===== src/rtl/cpr_pkg.sv =====
// Package for the clock page replacement block.
// Holds field widths, codes, register reset values and the memory write struct.
// Used by every file in rtl; it depends on nothing.
package cpr_pkg;

  localparam int INDEX_W          = 6;
  localparam int VICTIM_W         = 6;
  localparam int FC_W             = 7;
  localparam int MAX_FRAMES_DEF   = 64;

  localparam logic FUNC_REF       = 1'b0;
  localparam logic FUNC_VICTIM    = 1'b1;

  localparam logic MODE_FIFO      = 1'b0;
  localparam logic MODE_CLOCK     = 1'b1;

  localparam logic REG_POLICY     = 1'b0;
  localparam logic REG_FRAMES     = 1'b1;

  localparam logic            POLICY_RESET = MODE_CLOCK;
  localparam logic [FC_W-1:0] FRAMES_RESET = 7'd64;

  typedef struct packed {
    logic en;
    logic data;
  } mem_wr_t;

endpackage


===== src/rtl/cpr_ref_mem.sv =====
// Referenced-bit store: one bit per frame, one write and one read port.
// Read data is registered. Uses cpr_pkg.
module cpr_ref_mem #(
  parameter int DEPTH = cpr_pkg::MAX_FRAMES_DEF,
  parameter int AW    = $clog2(DEPTH)
) (
  input  logic             clk,
  input  cpr_pkg::mem_wr_t wr,
  input  logic [AW-1:0]    wr_addr,
  input  logic             rd_en,
  input  logic [AW-1:0]    rd_addr,
  output logic             rd_data
);

  logic mem [DEPTH];

  always_ff @(posedge clk) begin
    if (wr.en) begin
      mem[wr_addr] <= wr.data;
    end
  end

  always_ff @(posedge clk) begin
    if (rd_en) begin
      rd_data <= mem[rd_addr];
    end
  end

endmodule


===== src/rtl/cpr_hand_fsm.sv =====
// Hand sequencer: clearing pass, reference writes, victim search and result register.
// Drives the ports of cpr_ref_mem. Uses cpr_pkg.
module cpr_hand_fsm #(
  parameter int MAX_FRAMES = cpr_pkg::MAX_FRAMES_DEF,
  parameter int AW         = $clog2(MAX_FRAMES)
) (
  input  logic                         clk,
  input  logic                         rst,
  input  logic                         policy_mode,
  input  logic [cpr_pkg::FC_W-1:0]     frame_count,
  input  logic                         in_valid,
  output logic                         in_ready,
  input  logic                         in_func,
  input  logic [cpr_pkg::INDEX_W-1:0]  in_index,
  output logic                         out_valid,
  input  logic                         out_ready,
  output logic [cpr_pkg::VICTIM_W-1:0] out_victim,
  output cpr_pkg::mem_wr_t             mem_wr,
  output logic [AW-1:0]                mem_wr_addr,
  output logic                         mem_rd_en,
  output logic [AW-1:0]                mem_rd_addr,
  input  logic                         mem_rd_data
);

  localparam int CW = (AW + 1 > cpr_pkg::FC_W) ? AW + 1 : cpr_pkg::FC_W;

  typedef enum logic [1:0] {
    CLEAR,
    IDLE,
    CHECK,
    OUTPUT
  } state_t;

  state_t        state;
  logic [AW-1:0] hand;
  logic [AW-1:0] pos;
  logic [AW-1:0] victim;
  logic [AW-1:0] clr_addr;
  logic          fwd_hit;

  logic [CW-1:0] fc_ext;
  logic [CW-1:0] n_frames;
  logic [CW-1:0] idx_ext;
  logic [CW-1:0] victim_ext;
  logic [AW-1:0] start_pos;
  logic [AW-1:0] start_adv;
  logic [AW-1:0] pos_adv;
  logic          accept;
  logic          ref_ok;
  logic          bit_set;

  function automatic logic [AW-1:0] advance(input logic [AW-1:0] p, input logic [CW-1:0] cnt);
    logic [CW-1:0] q;
    q = CW'(p) + CW'(1);
    return (q >= cnt) ? '0 : q[AW-1:0];
  endfunction

  always_comb begin
    fc_ext = CW'(frame_count);
    if (fc_ext == '0) begin
      n_frames = CW'(1);
    end else if (fc_ext > CW'(MAX_FRAMES)) begin
      n_frames = CW'(MAX_FRAMES);
    end else begin
      n_frames = fc_ext;
    end
  end

  assign idx_ext    = CW'(in_index);
  assign ref_ok     = idx_ext < CW'(MAX_FRAMES);
  assign start_pos  = (CW'(hand) >= n_frames) ? '0 : hand;
  assign start_adv  = advance(start_pos, n_frames);
  assign pos_adv    = advance(pos, n_frames);
  assign in_ready   = (state == IDLE);
  assign accept     = in_valid && in_ready;
  assign bit_set    = mem_rd_data && !fwd_hit;
  assign victim_ext = CW'(victim);

  always_comb begin
    mem_wr      = '0;
    mem_wr_addr = clr_addr;
    mem_rd_en   = 1'b0;
    mem_rd_addr = start_pos;
    case (state)
      CLEAR: begin
        mem_wr.en = 1'b1;
      end
      IDLE: begin
        if (accept && in_func == cpr_pkg::FUNC_REF && ref_ok) begin
          mem_wr.en   = 1'b1;
          mem_wr.data = 1'b1;
          mem_wr_addr = idx_ext[AW-1:0];
        end
        if (accept && in_func == cpr_pkg::FUNC_VICTIM && policy_mode == cpr_pkg::MODE_CLOCK) begin
          mem_rd_en = 1'b1;
        end
      end
      CHECK: begin
        if (bit_set) begin
          mem_wr.en   = 1'b1;
          mem_wr_addr = pos;
          mem_rd_en   = 1'b1;
          mem_rd_addr = pos_adv;
        end
      end
      default: begin
      end
    endcase
  end

  always_ff @(posedge clk) begin
    if (rst) begin
      state     <= CLEAR;
      clr_addr  <= '0;
      hand      <= '0;
      out_valid <= 1'b0;
      fwd_hit   <= 1'b0;
    end else begin
      if (state == OUTPUT && (!out_valid || out_ready)) begin
        out_valid <= 1'b1;
      end else if (out_valid && out_ready) begin
        out_valid <= 1'b0;
      end
      case (state)
        CLEAR: begin
          clr_addr <= clr_addr + AW'(1);
          if (clr_addr == AW'(MAX_FRAMES - 1)) begin
            state <= IDLE;
          end
        end
        IDLE: begin
          if (accept && in_func == cpr_pkg::FUNC_VICTIM) begin
            if (policy_mode == cpr_pkg::MODE_FIFO) begin
              victim <= start_pos;
              hand   <= start_adv;
              state  <= OUTPUT;
            end else begin
              pos     <= start_pos;
              fwd_hit <= 1'b0;
              state   <= CHECK;
            end
          end
        end
        CHECK: begin
          if (bit_set) begin
            pos     <= pos_adv;
            fwd_hit <= (pos_adv == pos);
          end else begin
            victim <= pos;
            hand   <= pos_adv;
            state  <= OUTPUT;
          end
        end
        OUTPUT: begin
          if (!out_valid || out_ready) begin
            out_victim <= victim_ext[cpr_pkg::VICTIM_W-1:0];
            state      <= IDLE;
          end
        end
        default: begin
          state <= IDLE;
        end
      endcase
    end
  end

`ifndef SYNTHESIS
  a_hand_in_range: assert property (@(posedge clk) disable iff (rst)
    CW'(hand) < CW'(MAX_FRAMES))
    else $error("hand beyond frame store");

  a_no_accept_in_clear: assert property (@(posedge clk) disable iff (rst)
    state == CLEAR |-> !in_ready)
    else $error("item accepted during clearing pass");

  a_result_from_output: assert property (@(posedge clk) disable iff (rst)
    !out_valid ##1 out_valid |-> $past(state) == OUTPUT)
    else $error("result loaded outside output state");

  a_check_write_read: assert property (@(posedge clk) disable iff (rst)
    state == CHECK && mem_wr.en |-> mem_rd_en && mem_wr_addr == pos && !mem_wr.data)
    else $error("bad clear during victim search");
`endif

endmodule


===== src/rtl/clock_page_replacement.sv =====
// Top level of the clock page replacement victim selector.
// Holds the APB registers and connects cpr_hand_fsm to cpr_ref_mem; uses cpr_pkg.
//
// After reset the block clears the referenced bits of all MAX_FRAMES frames and
// accepts no item until that pass is over; register writes are taken at any time.
// A victim request in FIFO mode takes the frame at the hand without a search. In
// clock mode the hand examines one frame per cycle through the single-bit memory
// and clears each set bit that it passes before it finds a victim (at most the
// number of frames in use). A finished result waits in an output register while
// the next item is accepted.
module clock_page_replacement #(
  parameter int MAX_FRAMES = cpr_pkg::MAX_FRAMES_DEF
) (
  input  logic        clk,
  input  logic        rst,
  // APB configuration port
  input  logic        psel,
  input  logic        penable,
  input  logic        pwrite,
  input  logic [2:0]  paddr,
  input  logic [31:0] pwdata,
  output logic [31:0] prdata,
  output logic        pready,
  // Input stream
  input  logic        s_axis_tvalid,
  output logic        s_axis_tready,
  input  logic [7:0]  s_axis_tdata,   // [5:0] frame_index, [7:6] zero
  input  logic        s_axis_tuser,   // [0] func
  // Result stream
  output logic        m_axis_tvalid,
  input  logic        m_axis_tready,
  output logic [7:0]  m_axis_tdata    // [5:0] victim_frame, [7:6] zero
);

  localparam int AW = $clog2(MAX_FRAMES);

  logic                         policy_mode;
  logic [cpr_pkg::FC_W-1:0]     frame_count;
  logic                         cfg_wr;
  logic [cpr_pkg::VICTIM_W-1:0] victim;

  cpr_pkg::mem_wr_t mem_wr;
  logic [AW-1:0]    mem_wr_addr;
  logic             mem_rd_en;
  logic [AW-1:0]    mem_rd_addr;
  logic             mem_rd_data;

  assign pready = 1'b1;
  assign cfg_wr = psel && penable && pwrite && pready;

  always_ff @(posedge clk) begin
    if (rst) begin
      policy_mode <= cpr_pkg::POLICY_RESET;
      frame_count <= cpr_pkg::FRAMES_RESET;
    end else if (cfg_wr) begin
      case (paddr[2])
        cpr_pkg::REG_POLICY: policy_mode <= pwdata[0];
        cpr_pkg::REG_FRAMES: frame_count <= pwdata[cpr_pkg::FC_W-1:0];
        default: begin
        end
      endcase
    end
  end

  always_comb begin
    case (paddr[2])
      cpr_pkg::REG_POLICY: prdata = {31'd0, policy_mode};
      cpr_pkg::REG_FRAMES: prdata = {{(32 - cpr_pkg::FC_W){1'b0}}, frame_count};
      default:             prdata = '0;
    endcase
  end

  assign m_axis_tdata = {2'b00, victim};

  cpr_hand_fsm #(
    .MAX_FRAMES (MAX_FRAMES),
    .AW         (AW)
  ) u_fsm (
    .clk         (clk),
    .rst         (rst),
    .policy_mode (policy_mode),
    .frame_count (frame_count),
    .in_valid    (s_axis_tvalid),
    .in_ready    (s_axis_tready),
    .in_func     (s_axis_tuser),
    .in_index    (s_axis_tdata[cpr_pkg::INDEX_W-1:0]),
    .out_valid   (m_axis_tvalid),
    .out_ready   (m_axis_tready),
    .out_victim  (victim),
    .mem_wr      (mem_wr),
    .mem_wr_addr (mem_wr_addr),
    .mem_rd_en   (mem_rd_en),
    .mem_rd_addr (mem_rd_addr),
    .mem_rd_data (mem_rd_data)
  );

  cpr_ref_mem #(
    .DEPTH (MAX_FRAMES),
    .AW    (AW)
  ) u_mem (
    .clk     (clk),
    .wr      (mem_wr),
    .wr_addr (mem_wr_addr),
    .rd_en   (mem_rd_en),
    .rd_addr (mem_rd_addr),
    .rd_data (mem_rd_data)
  );

endmodule


===== config.mk =====
export PLATFORM = sky130hd
export DESIGN_NAME = clock_page_replacement
export DESIGN_NICKNAME = d
export VERILOG_FILES = /design/src/rtl/cpr_pkg.sv /design/src/rtl/cpr_ref_mem.sv /design/src/rtl/cpr_hand_fsm.sv /design/src/rtl/clock_page_replacement.sv
export SDC_FILE = /design/constraint.sdc
export NUM_CORES = 1
export LEC_CHECK = 0
export ABC_CLOCK_PERIOD_IN_PS = 4900
export BUFFER_PORTS_ARGS = -buffer_cell sky130_fd_sc_hd__clkbuf_2
export CAP_MARGIN = 20
export CORE_ASPECT_RATIO = 0.8
export CORE_MARGIN = 2
export CORE_UTILIZATION = 55
export DETAILED_ROUTE_END_ITERATION = 8
export PLACE_DENSITY_LB_ADDON = 0.05
export SYNTH_ARGS = -nofsm -noshare
export SYNTH_HDL_FRONTEND = slang
export SYNTH_SLANG_ARGS = --single-unit

===== constraint.sdc =====
create_clock -name clk -period 4.9 [get_ports clk]
set_input_delay 0.49 -clock clk [delete_from_list [all_inputs] [get_ports clk]]
set_output_delay 0.49 -clock clk [all_outputs]
set_load 0.02 [all_outputs]

[After elaboration in Yosys (flattened, before gate mapping)]
Memories as Yosys holds them, arrays and structs flattened. A register that Yosys moved wholly into a read port is not among the register bits.
Index checks and enable logic that the tools add are counted.
Storage, ports and cells
  input bits: 51
  memories kept: 1
  bits in writable memories: 64
  logic and storage cells: 102
  bits in registers: 42
  output and inout bits: 43
Memories
  u_mem.mem: words 64, width 1, read ports 1, clocked after Yosys merged registers in 1, wr ports 1, RTL line cpr_ref_mem.sv:15  | logic mem [DEPTH];
Operators by class
  mux-type cells: 43
  bitwise operators: 3
  add/sub/neg operators: 3
  equal/unequal tests: 12
  order comparisons: 5
  reduce and logical (&&, ||, !) cells: 25
Operators by type and width (number)
  $mux 6: 16
  $pmux 32 s2: 1
  $pmux 6 s2: 4
  $add 6x1->7 const B: 2
  $ge 7x7->1: 2
  $mux 7: 2
  $reduce_and 4->1: 3
  $mux 1: 11
  $logic_and 1x1->1: 10
  $mux 2: 5
  $ne 2x2->1 const B: 5
  $reduce_and 5->1: 2
  $pmux 2 s4: 1
  $ge 6x7->1: 1
  $gt 7x7->1 const B: 1
  $logic_not 7->1: 1
  $lt 6x7->1 const B: 1
  $add 6x1->6 const B: 1
  $eq 6x6->1: 1
  $eq 6x6->1 const B: 1
  $eq 2x2->1 const B: 2
  $ne 2x1->1 const B: 2
  $pmux 1 s2: 2
  $reduce_and 2->1: 2
  other kinds (8): 12

[Longest topological paths before layout]
Gate-level depths: netlist of the first run.
  depth in word-level cells: 11
  gate-level depth with buffers: 19
  mapped depth without buffers: 19

[Cells and area by module]
From an unflattened synthesis of the first run, not the netlist that was laid out.
Second synthesis, totals
  cells, all modules: 549
  area total of the unflattened synthesis: 5955.7 sq um
By module, submodules not included
  cpr_ref_mem: cells each 204, area each 2924.1 sq um, seq. area each 1951.9 sq um, instances 1
  cpr_hand_fsm: cells each 272, area each 2393.5 sq um, seq. area each 860.8 sq um, instances 1
  clock_page_replacement: cells each 73, area each 638.1 sq um, seq. area each 160.2 sq um, instances 1

[Worst setup path before layout of the first run]
OpenSTA, ideal clock, no wires.
  path kind: reg2reg
  from: register frame_count[1] (netlist bit)
  to: register u_fsm.hand[0]
  setup slack: 1.125 ns
  arrival time: 3.684 ns
  cell stages (with the launch flop): 20
  setup time: 0.091 ns
  data required time: 4.809 ns
  path buffers: 0
  period minus slack after synthesis: 3.775 ns
  cells stage by stage: dfxtp_1 nor3_1 a21oi_1 nor2_1 ha_1 nor2b_1 o21ai_1 a21oi_1 nand2_1 inv_1 ha_1 ha_1 a21o_1 a21o_1 a21o_1 a21o_1 a21o_1 a211oi_2 nand2_1 a311oi_1
On the way
  cells in the longest elaborated chain, start to end: 11
  elaborated cells between the ends (all ways): 15
  those cells by class: 1 x add/sub; 4 x order compare; 9 x mux; 1 x reduce/logical
RTL lines
  start, declared: RTL line clock_page_replacement.sv:38  | logic [cpr_pkg::FC_W-1:0] frame_count;
  start signal, assigned: RTL line clock_page_replacement.sv:54  | frame_count <= cpr_pkg::FRAMES_RESET;
  start signal, assigned: RTL line clock_page_replacement.sv:58  | cpr_pkg::REG_FRAMES: frame_count <= pwdata[cpr_pkg::FC_W-1:0];
  $gt 7x7->1: RTL line cpr_hand_fsm.sv:62  | end else if (fc_ext > CW'(MAX_FRAMES)) begin
  $mux 7: RTL line cpr_hand_fsm.sv:62
  $mux 7 *: RTL line cpr_hand_fsm.sv:60  | if (fc_ext == '0) begin
  $ge 6x7->1: RTL line cpr_hand_fsm.sv:71  | assign start_pos = (CW'(hand) >= n_frames) ? '0 : hand;
  $mux 6: RTL line cpr_hand_fsm.sv:71
  $add 6x1->7: RTL line cpr_hand_fsm.sv:54  | q = CW'(p) + CW'(1);
  $ge 7x7->1: RTL line cpr_hand_fsm.sv:55  | return (q >= cnt) ? '0 : q[AW-1:0];
  $mux 6: RTL line cpr_hand_fsm.sv:55
  $mux 6: RTL line cpr_hand_fsm.sv:133  | if (policy_mode == cpr_pkg::MODE_FIFO) begin
  $mux 6: RTL line cpr_hand_fsm.sv:132  | if (accept && in_func == cpr_pkg::FUNC_VICTIM) begin
  $pmux 6 s2 *: RTL line cpr_hand_fsm.sv:124  | case (state)
  end signal, assigned: RTL line cpr_hand_fsm.sv:135  | hand <= start_adv;
  end signal, assigned: RTL line cpr_hand_fsm.sv:150  | hand <= pos_adv;
  end, declared: RTL line cpr_hand_fsm.sv:35  | logic [AW-1:0] hand;
Mark *: on every way between the ends. The rest lies on a longest branch, timed or not. The select of a mux whose other input is x is not followed.
A chain may end at the register's enable or synchronous reset.

[Worst setup path in the final report of the first run]
  from: register u_fsm.pos[0]
  to: register u_mem.rd_data, read port of u_mem.mem (data pin)
On the way
  cells in the longest elaborated chain, start to end: 5
RTL lines
  start, declared: RTL line cpr_hand_fsm.sv:36  | logic [AW-1:0] pos;
  start signal, assigned: RTL line cpr_hand_fsm.sv:138  | pos <= start_pos;
  start signal, assigned: RTL line cpr_hand_fsm.sv:146  | pos <= pos_adv;
  $add 6x1->7 *: RTL line cpr_hand_fsm.sv:54
  $ge 7x7->1: RTL line cpr_hand_fsm.sv:55
  $mux 6 *: RTL line cpr_hand_fsm.sv:55
  $mux 6 *: RTL line cpr_hand_fsm.sv:99  | if (bit_set) begin
  $mux 6 *: RTL line cpr_hand_fsm.sv:84  | case (state)
  end, declared: RTL line cpr_ref_mem.sv:12  | output logic rd_data
Mark *: on every way between the ends. The rest lies on a longest branch, timed or not.

==> results.yml, run 1 <==
synthesis:
  syn-cell-area_sq_um: 5900
  ys.flop_type: "edfxtp_1"
  synth_warnings: 0
  synth_edf_count: 83
  yosysSeqAreaShare_pct: 50.4
  synth-async-reset-ratio_pct: 0
  synthDistinctLibCells: 53
  synthesis.area_per_instance_sq_um: 9.62
  postSynthCellCount: 613
  count_of_state_elements_after_synthesis: 107
job:
  drv_cap: 0
worst_setup_path:
  worst-endpoint-arrival_ns: 4.57
  cp.required_ns: 5.12
  top_fanout_value_on_the_critical_path: 8
  criticalPathCategory: "reg -> reg"
  worstSetupStartpointType: "flop"
  reg2reg_setup_slack_ns: 0.55
  critical_path.endpoint_type: "flop"
placement:
  hpwl_mm: 10.1
  globalplace.congestion: 0.836
  io_buffers: 36
clock_network:
  cts_made_buffers: 9
  cell_at_the_root_of_the_clock_tree: "clkbuf_16"
  numClockSinks: 107
  post_cts_resize_count: 0
  clkLatencyLatePin_ns: 0.35
  tritoncts: "yes"
  cts-htree-levels: 3
  hold_fix_buffers_at_cts: 0
  clk_slew_on_worst_s_h_paths_ns: 0.07
  cts_max_path_buffers: 2
  cts_setup_buffers: 0
sta:
  finalHoldViolCount: 0
  maxClockFrequency_mhz: 230
  final_min_period_over_clock_period_pct: 88.8
  setup_tns_ns: 0
  worst_slew_margin_rel_pct: 34.9
  whs_ns: 0.357
  final_max_slew_viol_count: 0
  clock-skew-final_ns: 0.00687
  rsz_0062_raised_after_global_routing: "no"
  final_min_period_ns: 4.35
  setup-violations-final: 0
  timing_worst_slew_pin_value_ns: 0.968
power_and_ir_drop:
  static-leakage-power_nw: 2.37
  power.ir.vdd_worst_uv: 409
  p_per_area_nw_per_um2: 484
detailed_routing:
  routedWlPerCell_um: 17.7
  drt.antenna.violating_nets: 0
  drt_first_iter_violations: 409
  drt-pass1-iter-count: 5
  drc_errors: 0
  route.vias.total: 4648
  vias_per_cell: 5.87
  drt-total-wl_mm: 14.0
cells_and_area:
  diodes: 0
  final_cell_mix: "nand2_1 (109), nor2_1 (98), edfxtp_1 (83)"
  ratio_of_cells_with_drive_above_1_in_the_final_layout_pct: 10.6
  layout.cells.most_common: "nand2_1"
  finalNetCount: 725
  syn_to_layout_area_delta_pct: 8.32
global_route:
  grtUsageTotal_pct: 24.9
  grt_pass1_vias: 4283
  global_route.overflow_total: 0
  initial_antenna_violation_count: 0
  grt_max_degree: 39
  grt_first_pass_wirelength_mm: 22.5
floorplan:
  die-width_um: 120
  die-area_sq_um: 11600
  starting_density_pct: 56.9
  fp.coreArea_sq_um: 10400
  floorplan.die.height_um: 96.6
  num_rows: 33
  num_io_pins: 94
min_path:
  worstHoldPathType: "in -> reg"
run_status:
  run_status: "completed"
-- worst max-delay path, cell delays in order, from the launching register on --
cell	delay [ns]
edfxtp_1	0.53
ha_1	0.31
xnor2_1	0.47
inv_1	0.19
ha_1	0.33
nand2_1	0.06
o21ai_1	0.27
a211oi_4	0.17
a32oi_1	0.76
a21oi_1	0.08
a32oi_1	0.24
a22oi_1	0.15
o32ai_1	0.40
mux2_2	0.24
-- final cells by class --
| class | instances | area, sq um |
|---|---|---|
| fillers | 915 | 3980 |
| flip-flops and latches | 107 | 2970 |
| multi-input cells | 475 | 2690 |
| clock buffers | 11 | 243 |
| repair buffers | 43 | 233 |
| well taps | 140 | 175 |
| inverters | 11 | 41.3 |
| clock inverters | 5 | 30.0 |
-- kinds of logic after synthesis --
kind of cell	Yosys count	share of synthesized area, %
other	2	0.127
adders and majority gates	27	5.73
and+or+nand+nor	274	19.8
buffers and inverters	57	5.66
muxes	8	1.40
DFF	107	50.4
AOI/OAI and AO/OA	127	15.3
xor gates and xnor gates	11	1.63
-- layer usage --
metal	share of wire, %	GRT usage (%)
met5	0	0
met2	43	36.0
met3	8.5	4.78
met1	48	38.4
met4	1.2	6.52
-- synthesized netlist by cell type, types with 2 or more instances --
cell      instances  area [sq um]
inv_1            10          37.5
nand3_1          21           105
nor2_1           98           368
a21oi_1          44           220
xnor2_1           7          61.3
nand2_1         109           409
o21ai_0          15          75.1
and3_1            3          18.8
mux2_2            2          22.5
buf_4            29           218
o21ai_1           3          15.0
a32oi_1          14           123
or3_1             3          18.8
a22oi_1          11          82.6
a211oi_4          2          40.0
a211oi_1          2          15.0
a22o_4            2          35.0
a32o_1            3          30.0
clkbuf_1         13          48.8
ha_1             27           338
buf_2             3          15.0
a311oi_1          3          26.3
nor2b_1           5          31.3
edfxtp_1         83          2490
and2_1           13          81.3
a22o_1           11          96.3
mux2i_1           6          60.1
nand2b_1          4          25.0
a21o_1            5          37.5
xor2_1            4          35.0
o32ai_1           2          17.5
dfxtp_1          24           480
conb_1            2          7.51
nor3_1            8          40.0
nand4_1           4          25.0
-- registers in the layout, indices dropped and copies added, names as in the netlist --
name and cells:
frame_count 7, u_fsm.pos 6, u_fsm.out_valid 1, u_fsm.clr_addr 6, u_fsm.out_victim 6, policy_mode 1, u_fsm.fwd_hit 1, u_fsm.hand 6
u_fsm.state 2, u_fsm.victim 6, u_mem.rd_data 1, u_mem.mem 64
-- where the power goes --
| group | switching (W) | total (W) | internal [W] |
|---|---|---|---|
| combinational | 0.000785 | 0.00123 | 0.000447 |
| sequential | 0.000101 | 0.00119 | 0.00109 |
| clock | 0.000316 | 0.000673 | 0.000356 |
| total | 0.00120 | 0.00309 | 0.00189 |
-- final timing paths --
path	from	to	cells after the start
worst max-delay path	u_fsm.pos[0]$_DFFE_PP_	u_mem.rd_data$_DFFE_PP_	13
worst min-delay path	pwdata[6]	frame_count[6]$_SDFFE_PP1P_	2
worst max register to register	u_fsm.pos[0]$_DFFE_PP_	u_mem.rd_data$_DFFE_PP_	13
worst min register to register	u_fsm.victim[1]$_DFFE_PP_	u_fsm.out_victim[1]$_DFFE_PP_	0
-- per-stage QoR --
stage,utilization [%],instances,worst slack [ns],power (W),cell area (sq um)
global route,61.6,792,0.276,0.00328,6390
global placement,59.0,776,0.737,0.00238,6120
detailed placement,59.0,776,0.684,0.00242,6120
floorplan,-,639,1.13,0.00209,6000
CTS,61.6,792,0.642,0.00308,6390
finish,61.6,792,0.547,0.00309,6390
No activity file was read; power rests on OpenSTA's default activity.
==> run 2, diff against run 1 <==
--- a/config.mk
+++ b/config.mk
@@ -6,7 +6,7 @@
 export NUM_CORES = 1
 export LEC_CHECK = 0
 export ABC_CLOCK_PERIOD_IN_PS = 4900
-export BUFFER_PORTS_ARGS = -buffer_cell sky130_fd_sc_hd__clkbuf_2
+export BUFFER_PORTS_ARGS = -buffer_cell sky130_fd_sc_hd__buf_4
 export CAP_MARGIN = 20
 export CORE_ASPECT_RATIO = 0.8
 export CORE_MARGIN = 2
==> run 2 against run 1 <==
Utilization grew 0.92 points. Highest routed layer unchanged. Clock power shrank 1%. Hold slack lost 0.010 ns. Setup slack gained 0.080 ns. Via count grew 0.43%. Global-route usage shrank 0.24 points. First-iteration DRC count grew 1.5%. Register-to-register slack gained 0.08 ns. Maximum frequency grew 1.9%. Power shrank 0.41%.
==> results.yml, run 2 (same netlist as run 1, synthesis figures left out) <==
min_path:
  hold_end: "frame_count[6]$_SDFFE_PP1P_"
  hold_path.startpoint: "pwdata[6]"
  min_delay_path_depth: 2
  worstHoldPathType: "in -> reg"
clock_network:
  post_cts_resize_count: 0
  cts_setup_buffers: 0
  cts_made_buffers: 9
  clk_slew_on_worst_s_h_paths_ns: 0.07
  cts-htree-levels: 3
  tritoncts: "yes"
  clkLatencyLatePin_ns: 0.35
  cell_at_the_root_of_the_clock_tree: "clkbuf_16"
  cts_max_path_buffers: 2
  numClockSinks: 107
  hold_fix_buffers_at_cts: 0
placement:
  cell_total_after_placement: 777
  globalplace.congestion: 0.854
  hpwl_mm: 9.99
  io_buffers: 36
floorplan:
  starting_density_pct: 56.9
  fp.coreArea_sq_um: 10400
  floorplan.die.height_um: 96.6
  num_rows: 33
  die-area_sq_um: 11600
  die-width_um: 120
  num_io_pins: 94
worst_setup_path:
  critical_path_depth: 20
  critPathSlowestCell: "a211oi_2"
  r2r-start: "frame_count[1]$_SDFFE_PP0P_"
  critical_path.endpoint_type: "flop"
  critical-path-max-stage-delay_ns: 0.46
  r2r_endpoint: "u_fsm.hand[5]$_SDFFE_PP0P_"
  critical_path.startpoint: "frame_count[1]$_SDFFE_PP0P_"
  path_buf_inv: 2
  top_fanout_value_on_the_critical_path: 8
  reg2reg_setup_slack_ns: 0.63
  worstSetupStartpointType: "flop"
  timing.critical_path.max_delay_family: "compound AO/OA/AOI/OAI gates"
  cp.required_ns: 5.16
  criticalPathCategory: "reg -> reg"
  crit_path_cell_trace: "nor3_1, a21oi_1, nor2_1, ha_1, nor2b_1, o21ai_1, a21oi_1, buf_4, nand2_1, inv_1, ha_1, ha_1, a21o_1, a21o_1, a21o_1, a21o_1, a21o_1, a211oi_2, nand2_1, a311oi_1"
  worst_r2r_path_depth: 20
  crit_path_frequent_cell: "a21o_1"
  worst-endpoint-arrival_ns: 4.53
detailed_routing:
  drt-total-wl_mm: 13.8
  met3_wirelength_um: 953
  met2_wl_mm: 5.93
  vias_per_cell: 5.89
  drt_first_iter_violations: 415
  routedWlPerCell_um: 17.4
  wirelength_met1_mm: 6.79
  route.vias.total: 4668
  drc_errors: 0
  drt-pass1-iter-count: 5
  drt.antenna.violating_nets: 0
  topRoutingLayerUsed: "met4"
cells_and_area:
  largest_register_ff_count: 64
  finish.cell_count_without_fillers: 793
  layout.cells.most_common: "nand2_1"
  final_cell_mix: "nand2_1 (109), nor2_1 (98), edfxtp_1 (83)"
  finalNetCount: 726
  diodes: 0
  syn_to_layout_area_delta_pct: 9.93
  ratio_of_cells_with_drive_above_1_in_the_final_layout_pct: 10.7
  largest-register: "u_mem.mem"
  reg_top3: "u_mem.mem x64, frame_count x7"
power_and_ir_drop:
  combinationalPowerShare_pct: 39.9
  static-leakage-power_nw: 2.39
  clockPowerShare_pct: 21.6
  p_per_area_nw_per_um2: 475
  power.share.sequential_pct: 38.5
  switching_power_w: 0.00119
  cellInternalPower_w: 0.00189
  power.ir.vdd_worst_uv: 245
  power_switching_share_pct: 38.8
sta:
  maxClockFrequency_mhz: 234
  final_min_period_ns: 4.27
  final_min_period_over_clock_period_pct: 87.2
  rsz_0062_raised_after_global_routing: "no"
  clock-skew-final_ns: 0.00666
  setup_tns_ns: 0
  setup-violations-final: 0
  final_max_slew_viol_count: 0
  timing_worst_slew_pin_value_ns: 1.03
  worst_slew_margin_rel_pct: 30.9
  finalHoldViolCount: 0
job:
  drv_cap: 0
global_route:
  grt_pass1_vias: 4225
  grt_max_degree: 38
  grt_first_pass_wirelength_mm: 22.3
  global_route.overflow_total: 0
  grtUsageTotal_pct: 24.7
  initial_antenna_violation_count: 0
run_status:
  run_status: "completed"
run 2: layout make-up:
cell class | count | area, sq um
Fill cell | 868 | 3880
Sequential cell | 107 | 2970
Multi-Input combinational cell | 475 | 2690
Timing Repair Buffer | 44 | 330
Clock buffer | 10 | 229
Tap cell | 140 | 175
Clock inverter | 6 | 41.3
Inverter | 11 | 41.3
run 2: worst max path at each step:
stage	slack, ns	end
6_report	0.63	u_fsm.hand[5]$_SDFFE_PP0P_
5_1_grt	0.32	u_fsm.hand[1]$_SDFFE_PP0P_
4_1_cts	0.65	u_fsm.hand[5]$_SDFFE_PP0P_
3_5_place_dp	0.67	u_fsm.hand[1]$_SDFFE_PP0P_
3_3_place_gp	0.72	u_fsm.hand[5]$_SDFFE_PP0P_
2_1_floorplan	1.13	u_fsm.hand[0]$_SDFFE_PP0P_
run 2: worst register-to-register path, cell delays in order, from the launching register on:
cell	delay [ns]
dfxtp_1	0.34
nor3_1	0.18
a21oi_1	0.10
nor2_1	0.24
ha_1	0.29
nor2b_1	0.10
o21ai_1	0.15
a21oi_1	0.16
buf_4	0.17
nand2_1	0.11
inv_1	0.11
ha_1	0.25
ha_1	0.28
a21o_1	0.16
a21o_1	0.17
a21o_1	0.17
a21o_1	0.18
a21o_1	0.18
a211oi_2	0.46
nand2_1	0.13
a311oi_1	0.26
run 2: per-layer routing:
layer / global-route usage (%) / vias to the layer above
li1: - / 2217
met1: 38.4 / 2244
met2: 36.0 / 195
met3: 4.42 / 12
met4: 5.52 / 0
met5: 0 / -
run 2: per-stage QoR:
step	area, sq um	hold slack [ns]	utilization (%)	worst slack, ns	total power (W)
finish	6480	0.347	62.6	0.626	0.00308
global route	6480	0.347	62.6	0.319	0.00329
CTS	6480	0.343	62.6	0.654	0.00307
detailed placement	6210	0.414	60.0	0.672	0.00241
global placement	6210	0.403	60.0	0.720	0.00238
floorplan	6000	0.400	-	1.13	0.00209
run 2: power by group through the flow:
stage	clock [W]	sequential, W	combinational (W)
final	0.000665	0.00119	0.00123
after global routing	0.000713	0.00119	0.00139
after CTS	0.000673	0.00118	0.00122
after detailed placement	0	0.00120	0.00121
after global placement	0	0.00120	0.00118
after floorplan	0	0.00116	0.000934
